===== src/rtl/core/isp_pkg.sv =====
// Shared types and constants for the isomorphic string pair checker.
// Used by the map memories and the top level; no dependencies.
package isp_pkg;

  localparam int unsigned CHAR_W      = 8;
  localparam int unsigned CHAR_VALUES = 256;
  localparam int unsigned EPOCH_W     = 8;

  typedef logic [CHAR_W-1:0]  char_t;
  typedef logic [EPOCH_W-1:0] epoch_t;

  // Epoch zero never matches: the clearing pass writes it into every entry.
  localparam epoch_t EPOCH_NONE  = '0;
  localparam epoch_t EPOCH_FIRST = epoch_t'(1);
  localparam epoch_t EPOCH_LAST  = '1;

  typedef struct packed {
    epoch_t epoch;
    char_t  partner;
  } map_entry_t;

endpackage


===== src/rtl/core/isp_out_queue.sv =====
// Two-entry verdict queue between the check stage and the output channel.
// Reports whether one more push next cycle still fits. Depends on isp_pkg.
module isp_out_queue import isp_pkg::*; (
  input  logic clk_i,
  input  logic rst_ni,
  input  logic push_i,
  input  logic push_data_i,
  output logic room_o,
  output logic valid_o,
  input  logic stall_i,
  output logic data_o
);

  localparam logic [1:0] LEVEL_FULL = 2'd2;

  logic       data_q [2];
  logic       wr_ptr_q, wr_ptr_d;
  logic       rd_ptr_q, rd_ptr_d;
  logic [1:0] cnt_q, cnt_d;
  logic       pop;

  assign valid_o = (cnt_q != 2'd0);
  assign data_o  = data_q[rd_ptr_q];
  assign pop     = valid_o && !stall_i;

  always_comb begin
    cnt_d    = cnt_q + {1'b0, push_i} - {1'b0, pop};
    wr_ptr_d = wr_ptr_q ^ push_i;
    rd_ptr_d = rd_ptr_q ^ pop;
  end

  assign room_o = (cnt_d != LEVEL_FULL);

  always_ff @(posedge clk_i or negedge rst_ni) begin
    if (!rst_ni) begin
      cnt_q    <= '0;
      wr_ptr_q <= 1'b0;
      rd_ptr_q <= 1'b0;
    end else begin
      cnt_q    <= cnt_d;
      wr_ptr_q <= wr_ptr_d;
      rd_ptr_q <= rd_ptr_d;
    end
  end

  always_ff @(posedge clk_i) begin
    if (push_i) begin
      data_q[wr_ptr_q] <= push_data_i;
    end
  end

endmodule

===== config.mk =====
export PLATFORM = sky130hd
export DESIGN_NAME = isp_out_queue
export DESIGN_NICKNAME = d
export VERILOG_FILES = /design/src/rtl/core/isp_pkg.sv /design/src/rtl/core/isp_out_queue.sv
export SDC_FILE = /design/constraint.sdc
export NUM_CORES = 1
export LEC_CHECK = 0
export ABC_AREA = 1
export BUFFER_PORTS_ARGS = -buffer_cell sky130_fd_sc_hd__buf_2
export CAP_MARGIN = 25
export CORE_AREA = 2 2 39 41
export CTS_BUF_LIST = sky130_fd_sc_hd__clkbuf_8
export CTS_CLUSTER_DIAMETER = 100
export CTS_CLUSTER_SIZE = 8
export DETAILED_ROUTE_END_ITERATION = 12
export DIE_AREA = 0 0 41 43
export REMOVE_ABC_BUFFERS = 1
export SKIP_CTS_REPAIR_TIMING = 1
export SLEW_MARGIN = 20
export SYNTH_ARGS = -nofsm -noshare
export SYNTH_HDL_FRONTEND = slang
export SYNTH_SLANG_ARGS = --single-unit

===== constraint.sdc =====
create_clock -name clk_i -period 2.35 [get_ports clk_i]
set_input_delay 0.235 -clock clk_i [delete_from_list [all_inputs] [get_ports clk_i]]
set_output_delay 0.235 -clock clk_i [all_outputs]
set_load 0.05 [all_outputs]

; ---- Word level (Yosys, flattened, before mapping)
; Memories as Yosys holds them, arrays and structs flattened.
; Cells that the tools add are included.
[op_classes]
add_sub_neg = 2
eq_ne = 1
muxes = 2
bitwise_logic = 2
n_reduce_logical = 3
[ops]
columns = operator, n
row1 = $add 2x1->2, 1
row2 = $mux 1, 2
row3 = $ne 2x2->1 const B, 1
row4 = $reduce_bool 2->1, 1
row5 = $sub 2x1->2, 1
row6 = $xor 1x1->1, 2
row7 = $logic_and 1x1->1, 1
row8 = $logic_not 1->1, 1
[totals]
register_bits = 4
ramBits = 2
output_inout_bits = 3
wordCells = 14
n_memories = 1
[mem_list]
columns = name, words, word_bits, rd, rd_clocked_by_memory_dff, write_ports, line_no
row1 = data_q, 2, 1, 1, 0, 1, isp_out_queue.sv:16  ; logic data_q [2];

; ---- Logic depth before layout (Yosys ltp)
; Gate-level depths: netlist of run 1.
[logic_depth]
ltp_word = 4
ltp_mapped = 10
ltp_nobuf = 10

; ---- Worst setup path before layout of run 1
; Ideal clock, no wire load.
[synth_path]
path_type = reg2out
from = register cnt_q[1]
to = output room_o
arrival_ns = 1.650
setup_slack_ns = 0.465
path_stages_with_launch = 10
cell_sequence = dfrtp_1 -> nor2_2 -> nor2_2 -> ha_1 -> inv_1 -> ha_1 -> inv_1 -> nand2_1 -> nand3_1 -> nand3_1
[synth_via]
elab_chain_cells = 4
[synth_rtl]
columns = element, line_no
row1 = start: declaration, isp_out_queue.sv:19  ; logic [1:0] cnt_q, cnt_d;
row2 = start signal: assignment, isp_out_queue.sv:40  ; cnt_q <= cnt_d;
row3 = "parallel branches: the longest is 2 deep, another holds $add 2x1->2", --
row4 = $sub 2x1->2 (*), isp_out_queue.sv:27  ; cnt_d = cnt_q + {1'b0, push_i} - {1'b0, pop};
row5 = $ne 2x2->1 (*), isp_out_queue.sv:32  ; assign room_o = (cnt_d != LEVEL_FULL);
row6 = end: declaration, isp_out_queue.sv:8  ; output logic room_o,
; Mark *: on every way between the ends.

; ---- Worst setup path after layout of run 1
; Same ends and word-level chain as after synthesis.

==> results of run 1 <==
## synthesized netlist by cell type, drive strengths merged
cell,n
nand2,14
o21ai,1
dfrtp,4
inv,10
nand3,3
ha,4
edfxtp,2
nor2,2
## cells by family (layout without fill, tap and decap cells)
group / after synthesis / after routing / share of synthesized area
adder cells (fa/ha/maj): 4 / 4 / 0.150
flip-flops: 6 / 6 / 0.481
AND/OR/NAND/NOR: 19 / 19 / 0.241
AO/OA/AOI/OAI: 1 / 1 / 0.0150
buffers and inverters: 10 / 22 / 0.113
## sequential cells by signal (all words and copies together) (netlist names)
name	cells
rd_ptr_q	1
cnt_q	2
wr_ptr_q	1
data_q	2
## through the flow
stage,hold slack [ns],util,std cells
after floorplan,-0.0606,-,40
after global placement,0.0458,0.280,63
after detailed placement,0.0451,0.280,63
after CTS,-0.192,0.313,67
after global routing,0.198,0.320,68
final,0.200,0.320,68
## routing by layer
layer	vias up	part of all wire
met5	-	0
met4	0	0.025
met3	2	0.066
met2	7	0.50
met1	117	0.41
li1	142	-
## path summary, 6_finish.rpt
path / start / endpoint / cells past startpoint
max in group asynchronous: rst_ni / rd_ptr_q$_DFF_PN0_ / 2
setup reg to reg: cnt_q[1]$_DFF_PN0_ / cnt_q[1]$_DFF_PN0_ / 8
hold / removal: push_data_i / data_q[1]$_DFFE_PP_ / 1
setup / recovery: cnt_q[1]$_DFF_PN0_ / room_o / 11
hold reg to reg: rd_ptr_q$_DFF_PN0_ / rd_ptr_q$_DFF_PN0_ / 2
min in group asynchronous: rst_ni / cnt_q[1]$_DFF_PN0_ / 2
## layout make-up
cell class,instances,area (um2),area share
multi-input combinational,24,135,0.305
timing repair buffer,8,45.0,0.102
clock buffer,3,41.3,0.0932
clock inverter,1,3.75,0.00847
sequential,6,160,0.362
inverter,10,37.5,0.0847
tap,16,20.0,0.0452
## cells in the final DEF, fill, tap and decap left out
master	count
sky130_fd_sc_hd__nand2_1	14
sky130_fd_sc_hd__inv_1	11
sky130_fd_sc_hd__buf_2	7
sky130_fd_sc_hd__ha_1	4
sky130_fd_sc_hd__dfrtp_1	4
sky130_fd_sc_hd__nand3_1	3
sky130_fd_sc_hd__clkbuf_8	3
sky130_fd_sc_hd__nor2_2	2
sky130_fd_sc_hd__edfxtp_1	2
sky130_fd_sc_hd__o21ai_0	1
sky130_fd_sc_hd__dlygate4sd3_1	1
==> results.txt, run 1 <==
----------------------------------------------------
[Outcome]
  Outcome ... complete, no violations

[Setup path]
  Critical path endpoint category ... output port
  Chain of cells forming the critical path ... nor2_2, nor2_2, ha_1, inv_1, ha_1, inv_1, nand2_1, nand2_1, nand2_1, nand3_1, buf_2
  Worst reg2reg setup slack ... 0.92 ns
  Kind of start point of the critical path ... register
  Cell family with the largest share of critical-path delay ... adder cells
  Required time of the worst setup path ... 2.12 ns
  Data arrival at the endpoint of the critical path ... ~1.9 ns
  Critical setup path kind ... register to output port
  Crit path top cell by count ... sky130_fd_sc_hd__nand2_1
  Worst path max stage delay ... around 0.4 ns
  Worst-path fanout max ... 4
  Buf/Inv on CP ... 3
  Critical path's slowest cell ... sky130_fd_sc_hd__dfrtp_1

[STA]
  Least-Margin Pin Slew ... 0.247 ns
  Maximum clock frequency ... 0.466 GHz
  Least setup slack across all paths after layout ... a little over 0.2 ns
  Setup_tns ... 0 ns
  Rel. slew slack ... 0.836
  Crit path time final ... 2.15 ns
  Setup violations, final ... 0
  Portion of the clock cycle consumed by the worst path in the final layout ... 0.913
  Final Hold Violating Endpoints ... 0
  Clock Skew ... roughly 0.0034 ns
  Setup repair after global routing missed its margin ... false
  Max-slew violation count ... 0

[Placed design]
  Post-placement setup slack ... between 0.4 and 0.5 ns
  Instance area at placement ... slightly below 400 um2
  Routability congestion estimate from global placement ... 0.698
  Port buffer count ... 7
  HPWL reported at the end of detailed placement ... 420 um

[Clock tree]
  Clock input transition at the sequential cells of the worst setup and hold paths ... around 0.040 ns
  Clock latency at the later pin of the worst-skew pair ... 0.22 ns
  Total CTS buffers ... 3
  Maximum count of clock buffers along a single path ... 2
  Count of H-tree levels built during CTS ... 1
  CTS tree ... done
  Clock net sink count ... 6
  Clk Tree Root Cell ... sky130_fd_sc_hd__clkbuf_8

[Drt]
  Vias per inst ... 3.94
  Residual DRC count ... 0
  Total wire length after detailed routing ... 529 um
  Routed WL per cell ... 7.78 um
  Via total after detailed routing ... 268
  Pre-Repair DR Iteration Count ... 2
  Final antenna-violating net count ... 0
  Drt initial violations ... 2

[Final layout]
  Antenna diode instance count ... 0
  Final cell area excluding filler cells ... roughly 440 um2
  Nets ... 62
  FILL cells ... roughly 160
  Share of final-layout standard cells stronger than drive strength 1 ... 0.231
  Area added between synthesis and finish ... 33.1%

[Logic synthesis]
  Yosys top cell by area ... sky130_fd_sc_hd__dfrtp_1
  Register bit count reported by yosys ... 6
  Mean instance size in the synthesized netlist ... between 8 and 9 um2
  Post-synth cell types ... 8
  Yosys Warn Count ... 0
  Main area contributors after synthesis ... sky130_fd_sc_hd__dfrtp_1 (30%), sky130_fd_sc_hd__edfxtp_1 (18%), sky130_fd_sc_hd__nand2_1 (16%)
  Post-Syn Instances ... 40
  Sequential element share of the synthesized area ... 0.481
  Post-Syn Area ... roughly 330 um2
  Post-synth top area share ... 0.301

[Global route]
  Global-route wire length before repair ... 897 um
  Met1 GRT Util ... 0.0728
  Pin count of the biggest net entering global routing ... 5
  Remaining Overflow, GRT ... 0
  Global-route usage over all layers ... 0.0861
  GR met3 Demand/Resource ... 0.0471
  Global-route met2 utilization ... 0.122
  Number of global-route vias before repair ... 254
  GRT Max-Usage Layer ... met2
  Initial antenna violation count ... 0

[Floorplanning]
  Number of I/O pins ... 8
  Die H ... between 40 and 50 um
  Width of the die ... 41 um
  Starting utilization of the core area ... 0.241
  Die footprint ... between 0.0015 and 0.002 mm2
  Placement Rows ... 14
  Total core area ... 0.00138 mm2

[Min path]
  Class of the tightest hold or removal check ... input port to register

[Job]
  Max-capacitance violation count ... 0

----------------------------------------------------
Power of run 1 is left out: the tool's default activity adds up to more than one toggle a clock period on the data nets, which glitch-free logic cannot reach.
==> run 2: changes to the inputs <==
- ABC_AREA: 1 -> unset
==> run 2 against run 1 <==
  * Die area did not move
  * Maximum frequency fell by 3.3%
  * Global-route usage fell by 0.33 points
  * Area after synthesis fell by 7.5%
  * Via count fell by 24%
  * Critical endpoint unchanged
  * Largest cell class unchanged
==> results.txt, run 2 <==
----------------------------------------------------
[Floorplanning]
  Number of I/O pins ... 8 (unchanged)
  Placement Rows ... 14 (unchanged)
  Total core area ... 0.00138 mm2 (unchanged)
  Die H ... 43 um (unchanged)
  Die footprint ... 0.00176 mm2 (unchanged)
  Width of the die ... 41 um (unchanged)
  Starting utilization of the core area ... 0.222 (-0.0181)

[Setup path]
  Required time of the worst setup path ... 2.12 ns (about the same)
  Kind of start point of the critical path ... register
  Worst reg2reg setup slack ... 0.80 ns (-0.12 ns)
  Worst Reg-to-Reg Cells ... 7 (-1)
  Data arrival at the endpoint of the critical path ... 1.98 ns (+0.07 ns)
  Critical setup path kind ... register to output port
  Critical path endpoint category ... output port
  Critical R2R Capture ... cnt_q[1]$_DFF_PN0_
  Worst r2r src ... cnt_q[0]$_DFF_PN0_
  Worst-path fanout max ... 3 (-1)

[Logic synthesis]
  Proportion of register bits with asynchronous set or reset after synthesis ... 0.667 (unchanged)
  Yosys Warn Count ... 0 (unchanged)
  Mean instance size in the synthesized netlist ... 12.8 um2 (+54%)
  Number of flops mapped to enable cells by yosys ... 2 (unchanged)
  Primary flip-flop cell chosen by synthesis mapping ... sky130_fd_sc_hd__dfrtp_1
  Post-Syn Instances ... 24 (-40%)
  Yosys top cell by area ... sky130_fd_sc_hd__dfrtp_1
  Post-synth top area share ... 0.325 (+0.0245)
  Register bit count reported by yosys ... 6 (unchanged)
  Post-synth cell types ... 12 (+4)
  Dominant cell by count in the synthesized netlist ... sky130_fd_sc_hd__inv_1
  Sequential element share of the synthesized area ... 0.520 (+0.0391)
  Post-Syn Area ... 308 um2 (-7.5%)
  Commonest cells post-synth ... sky130_fd_sc_hd__inv_1 (5), sky130_fd_sc_hd__dfrtp_1 (4), sky130_fd_sc_hd__ha_1 (4), sky130_fd_sc_hd__edfxtp_1 (2), sky130_fd_sc_hd__xnor2_1 (2)
  Main area contributors after synthesis ... sky130_fd_sc_hd__dfrtp_1 (33%), sky130_fd_sc_hd__edfxtp_1 (20%), sky130_fd_sc_hd__ha_1 (16%)

[STA]
  Least setup slack across all paths after layout ... 0.131 ns (-0.0724 ns)
  Worst Hold Margin ... 0.201 ns (+0.000499 ns)
  Clock Skew ... 0.000144 ns (-0.00321 ns)
  Maximum clock frequency ... 0.451 GHz (-3.3%)
  Least-Margin Pin Slew ... 0.251 ns (+0.00387 ns)
  Setup_tns ... 0 ns (unchanged)
  Setup violations, final ... 0 (unchanged)
  Portion of the clock cycle consumed by the worst path in the final layout ... 0.944 (+0.0308)
  Rel. slew slack ... 0.834 (-0.00256)
  Max-slew violation count ... 0 (unchanged)
  Setup repair after global routing missed its margin ... false
  Final Hold Violating Endpoints ... 0 (unchanged)
  Crit path time final ... 2.22 ns (+0.0724 ns)

[Drt]
  Total wire length after detailed routing ... 488 um (-7.8%)
  Routed WL per cell ... 9.21 um (+18%)
  Drt initial violations ... 1 (-1)
  Via total after detailed routing ... 203 (-24%)
  Pre-Repair DR Iteration Count ... 2 (unchanged)
  Vias per inst ... 3.83 (-2.8%)
  Final antenna-violating net count ... 0 (unchanged)
  Residual DRC count ... 0 (unchanged)

[Clock tree]
  CTS tree ... done
  Maximum count of clock buffers along a single path ... 2 (unchanged)
  Clock net sink count ... 6 (unchanged)
  Clock input transition at the sequential cells of the worst setup and hold paths ... 0.04 ns (about the same)
  Count of H-tree levels built during CTS ... 1 (unchanged)
  Total CTS buffers ... 3 (unchanged)
  Clock latency at the later pin of the worst-skew pair ... 0.22 ns (about the same)
  Clk Tree Root Cell ... sky130_fd_sc_hd__clkbuf_8

[Final layout]
  FILL cells ... 145 (-7.1%)
  Area added between synthesis and finish ... 43.9%
  Filler-free cell count of the finished design ... 53 (-22%)
  Share of final-layout standard cells stronger than drive strength 1 ... 0.459 (+0.229)
  Registers with the most flip-flops ... cnt_q (2), data_q (2)
  Area occupied by multi-input gates ... 143 um2 (+5.6%)
  Storage cell area ... 161 um2 (+0.78%)
  Most used cells in the layout excluding fill and tap cells ... sky130_fd_sc_hd__inv_1 (6), sky130_fd_sc_hd__buf_2 (6), sky130_fd_sc_hd__ha_1 (3), sky130_fd_sc_hd__clkbuf_8 (3), sky130_fd_sc_hd__dfrtp_1 (3)
  Antenna diode instance count ... 0 (unchanged)
  Nets ... 47 (-24%)

[Placed design]
  Post-placement setup slack ... 0.196 ns (-0.234 ns)
  Placed cells ... 47 (-25%)
  Port buffer count ... 7 (unchanged)
  Routability congestion estimate from global placement ... 0.639 (-8.3%)

[Min path]
  Class of the tightest hold or removal check ... input port to register
  Hold path endpoint ... data_q[0]$_DFFE_PP_
  Origin of the worst min-delay path ... push_data_i
  Hold Path Cell Cnt ... 1 (unchanged)

[Global route]
  Number of global-route vias before repair ... 205 (-19%)
  Pin count of the biggest net entering global routing ... 6 (+1)
  Global-route usage over all layers ... 0.0828 (-0.00329)
  Remaining Overflow, GRT ... 0 (unchanged)
  Initial antenna violation count ... 0 (unchanged)
  Global-route wire length before repair ... 828 um (-7.7%)

[Outcome]
  Outcome ... complete, no violations

[Job]
  Max-capacitance violation count ... 0 (unchanged)

----------------------------------------------------
[run 2: cell count changes in the layout (fill, tap and decap cells not counted), sizes merged, moves of 3 or more]
cell   before  now
xnor2       0    3
inv        11    6
nand2      14    0
nand3       3    0
[run 2: critical path: stages, from the launching register on]
cell                       delay [ns]
sky130_fd_sc_hd__dfrtp_1         0.41
sky130_fd_sc_hd__o21bai_4        0.16
sky130_fd_sc_hd__inv_1           0.06
sky130_fd_sc_hd__ha_1            0.27
sky130_fd_sc_hd__inv_1           0.04
sky130_fd_sc_hd__ha_2            0.17
sky130_fd_sc_hd__xnor2_2         0.21
sky130_fd_sc_hd__mux2i_1         0.21
sky130_fd_sc_hd__buf_4           0.22
[run 2: through the flow]
stage / utilization / instance area, um2
floorplan: - / 308
global placement: 0.262 / 363
detailed placement: 0.262 / 363
CTS: 0.295 / 408
global route: 0.320 / 443
finish: 0.320 / 443
[run 2: cells by family after synthesis]
| group | synth area share |
|---|---|
| fa+ha+maj | 0.163 |
| mux | 0.0691 |
| xor+xnor | 0.110 |
| flops | 0.520 |
| simple gates | 0.0529 |
| compound gates | 0.0244 |
| buf+inv | 0.0610 |
[run 2: routing by layer]
layer	GRT usage	vias up	part of all wire
met3	0.0628	2	0.070
met2	0.103	5	0.50
met1	0.0820	95	0.40
met5	0	-	0
met4	0.0800	0	0.020
li1	-	101	-
[run 2: layout make-up]
type	count	area share
repair buffers	9	0.124
multi-input cells	13	0.322
clock inverters	1	0.00847
clock buffers	3	0.0932
flip-flops and latches	6	0.364
well taps	16	0.0452
inverters	5	0.0424
[run 2: worst max-delay path by stage]
| stage | startpoint | end | slack (ns) | cells past startpoint |
|---|---|---|---|---|
| finish | cnt_q[0]$_DFF_PN0_ | room_o | 0.13 | 8 |
| global route | cnt_q[0]$_DFF_PN0_ | room_o | 0.01 | 8 |
| CTS | cnt_q[1]$_DFF_PN0_ | room_o | -0.06 | 8 |
| detailed placement | cnt_q[1]$_DFF_PN0_ | room_o | 0.20 | 8 |
| global placement | cnt_q[1]$_DFF_PN0_ | room_o | 0.24 | 8 |
| floorplan | cnt_q[1]$_DFF_PN0_ | room_o | -0.09 | 7 |
Power of run 2 is left out for the same reason.
==> run 3: changes to the inputs <==
- RECOVER_POWER: unset -> 100
==> run 3 against run 2 <==
  * Sequential share of layout area rose by 0.31 points
  * Sequential cell count did not move
  * First-iteration DRC count did not move
  * Via count did not move
  * Critical path depth did not move
  * Die area did not move
  * Non-clock buffer count did not move
  * Maximum frequency did not move
  * Register-to-register slack barely moved
  * Clock skew did not move
  * Critical endpoint unchanged
==> results.txt, run 3 (synthesis results as in run 2) <==
----------------------------------------------------
[Outcome]
  Outcome ... complete, no violations

[Global route]
  Number of global-route vias before repair ... 205 (unchanged)
  Global-route usage over all layers ... 0.0828 (unchanged)
  Pin count of the biggest net entering global routing ... 6 (unchanged)
  Initial antenna violation count ... 0 (unchanged)
  Remaining Overflow, GRT ... 0 (unchanged)
  Global-route wire length before repair ... 828 um (unchanged)

[Clock tree]
  Clk Tree Root Cell ... sky130_fd_sc_hd__clkbuf_8
  Clock net sink count ... 6 (unchanged)
  Clock input transition at the sequential cells of the worst setup and hold paths ... 0.04 ns (about the same)
  Clock latency at the later pin of the worst-skew pair ... 0.22 ns (about the same)
  Maximum count of clock buffers along a single path ... 2 (unchanged)
  Total CTS buffers ... 3 (unchanged)
  CTS tree ... done
  Count of H-tree levels built during CTS ... 1 (unchanged)

[STA]
  Clock Skew ... 0.000144 ns (unchanged)
  Rel. slew slack ... 0.606 (-0.228)
  Maximum clock frequency ... 0.451 GHz (unchanged)
  Setup violations, final ... 0 (unchanged)
  Setup_tns ... 0 ns (unchanged)
  Max-slew violation count ... 0 (unchanged)
  Portion of the clock cycle consumed by the worst path in the final layout ... 0.944 (unchanged)
  Least-Margin Pin Slew ... 0.594 ns (+0.343 ns)
  Setup repair after global routing missed its margin ... false
  Final Hold Violating Endpoints ... 0 (unchanged)
  Crit path time final ... 2.22 ns (unchanged)

[Final layout]
  Post-layout util ... 0.317 (-0.00271)
  Leading cell type in the layout, fill and taps excluded ... sky130_fd_sc_hd__inv_1
  Antenna diode instance count ... 0 (unchanged)
  Share of final-layout standard cells stronger than drive strength 1 ... 0.378 (-0.0811)
  Nets ... 47 (unchanged)
  Filler-free cell count of the finished design ... 53 (unchanged)
  Area added between synthesis and finish ... 42.7%
  FILL cells ... 145 (unchanged)
  Registers with the most flip-flops ... cnt_q (2), data_q (2)

[Setup path]
  Critical path endpoint category ... output port
  Worst r2r src ... cnt_q[0]$_DFF_PN0_
  Required time of the worst setup path ... 2.12 ns (about the same)
  Data arrival at the endpoint of the critical path ... 1.98 ns (about the same)
  Worst-path fanout max ... 3 (unchanged)
  Kind of start point of the critical path ... register
  Critical setup path kind ... register to output port
  Crit path launch ... cnt_q[0]$_DFF_PN0_

[Floorplanning]
  Placement Rows ... 14 (unchanged)
  Width of the die ... 41 um (unchanged)
  Die footprint ... 0.00176 mm2 (unchanged)
  Number of I/O pins ... 8 (unchanged)
  Total core area ... 0.00138 mm2 (unchanged)
  Die H ... 43 um (unchanged)
  Starting utilization of the core area ... 0.222 (unchanged)

[Job]
  Max-capacitance violation count ... 0 (unchanged)

[Drt]
  Routed WL per cell ... 9.19 um (-0.20%)
  Residual DRC count ... 0 (unchanged)
  Drt initial violations ... 1 (unchanged)
  Vias per inst ... 3.83 (unchanged)
  Final antenna-violating net count ... 0 (unchanged)
  Total wire length after detailed routing ... 487 um (-0.20%)
  Pre-Repair DR Iteration Count ... 2 (unchanged)
  Via total after detailed routing ... 203 (unchanged)

[Placed design]
  Routability congestion estimate from global placement ... 0.639 (unchanged)
  Placed cells ... 47 (unchanged)
  Port buffer count ... 7 (unchanged)

[Min path]
  Class of the tightest hold or removal check ... input port to register
  Origin of the worst min-delay path ... push_data_i

----------------------------------------------------
==> run 3: cell count changes in the layout (fill, tap and decap cells not counted), sizes merged <==
cell    previous run  this run
buf                8         5
clkbuf             3         6
==> run 3: stage by stage <==
stage,area (um2),hold slack [ns],setup slack [ns]
global placement,363,0.0445,0.239
detailed placement,363,0.0444,0.196
CTS,408,-0.195,-0.0605
finish,439,0.201,0.131
floorplan,308,-0.0606,-0.0872
global route,439,0.192,0.0111
==> run 3: final cells by class <==
cell class,instances,area (um2),share of cell area
clock inverter,1,3.75,0.00855
tap,16,20.0,0.0456
multi-input combinational,13,143,0.325
clock buffer,3,41.3,0.0940
inverter,5,18.8,0.0427
timing repair buffer,9,51.3,0.117
sequential,6,161,0.368
==> run 3: layer usage <==
layer,track usage,up-vias,share of wire
li1,-,101,-
met1,0.0820,95,0.41
met2,0.103,5,0.50
met3,0.0628,2,0.064
met4,0.0800,0,0.021
met5,0,-,0
==> run 3: final timing paths <==
path / slack, ns / cells past startpoint / to
max in group asynchronous: 1.78 / 2 / cnt_q[1]$_DFF_PN0_
worst max-delay path: 0.13 / 8 / room_o
worst max register to register: 0.80 / 7 / cnt_q[1]$_DFF_PN0_
min in group asynchronous: 0.37 / 2 / wr_ptr_q$_DFF_PN0_
worst min-delay path: 0.20 / 1 / data_q[0]$_DFFE_PP_
worst min register to register: 0.48 / 1 / rd_ptr_q$_DFF_PN0_
==> run 3: critical path: stages, from the launching register on <==
cell and delay (ns):
sky130_fd_sc_hd__dfrtp_1 0.41, sky130_fd_sc_hd__o21bai_4 0.16, sky130_fd_sc_hd__inv_1 0.06, sky130_fd_sc_hd__ha_1 0.27, sky130_fd_sc_hd__inv_1 0.04, sky130_fd_sc_hd__ha_2 0.17, sky130_fd_sc_hd__xnor2_2 0.21, sky130_fd_sc_hd__mux2i_1 0.21
sky130_fd_sc_hd__buf_4 0.22
Power of run 3 is left out for the same reason.
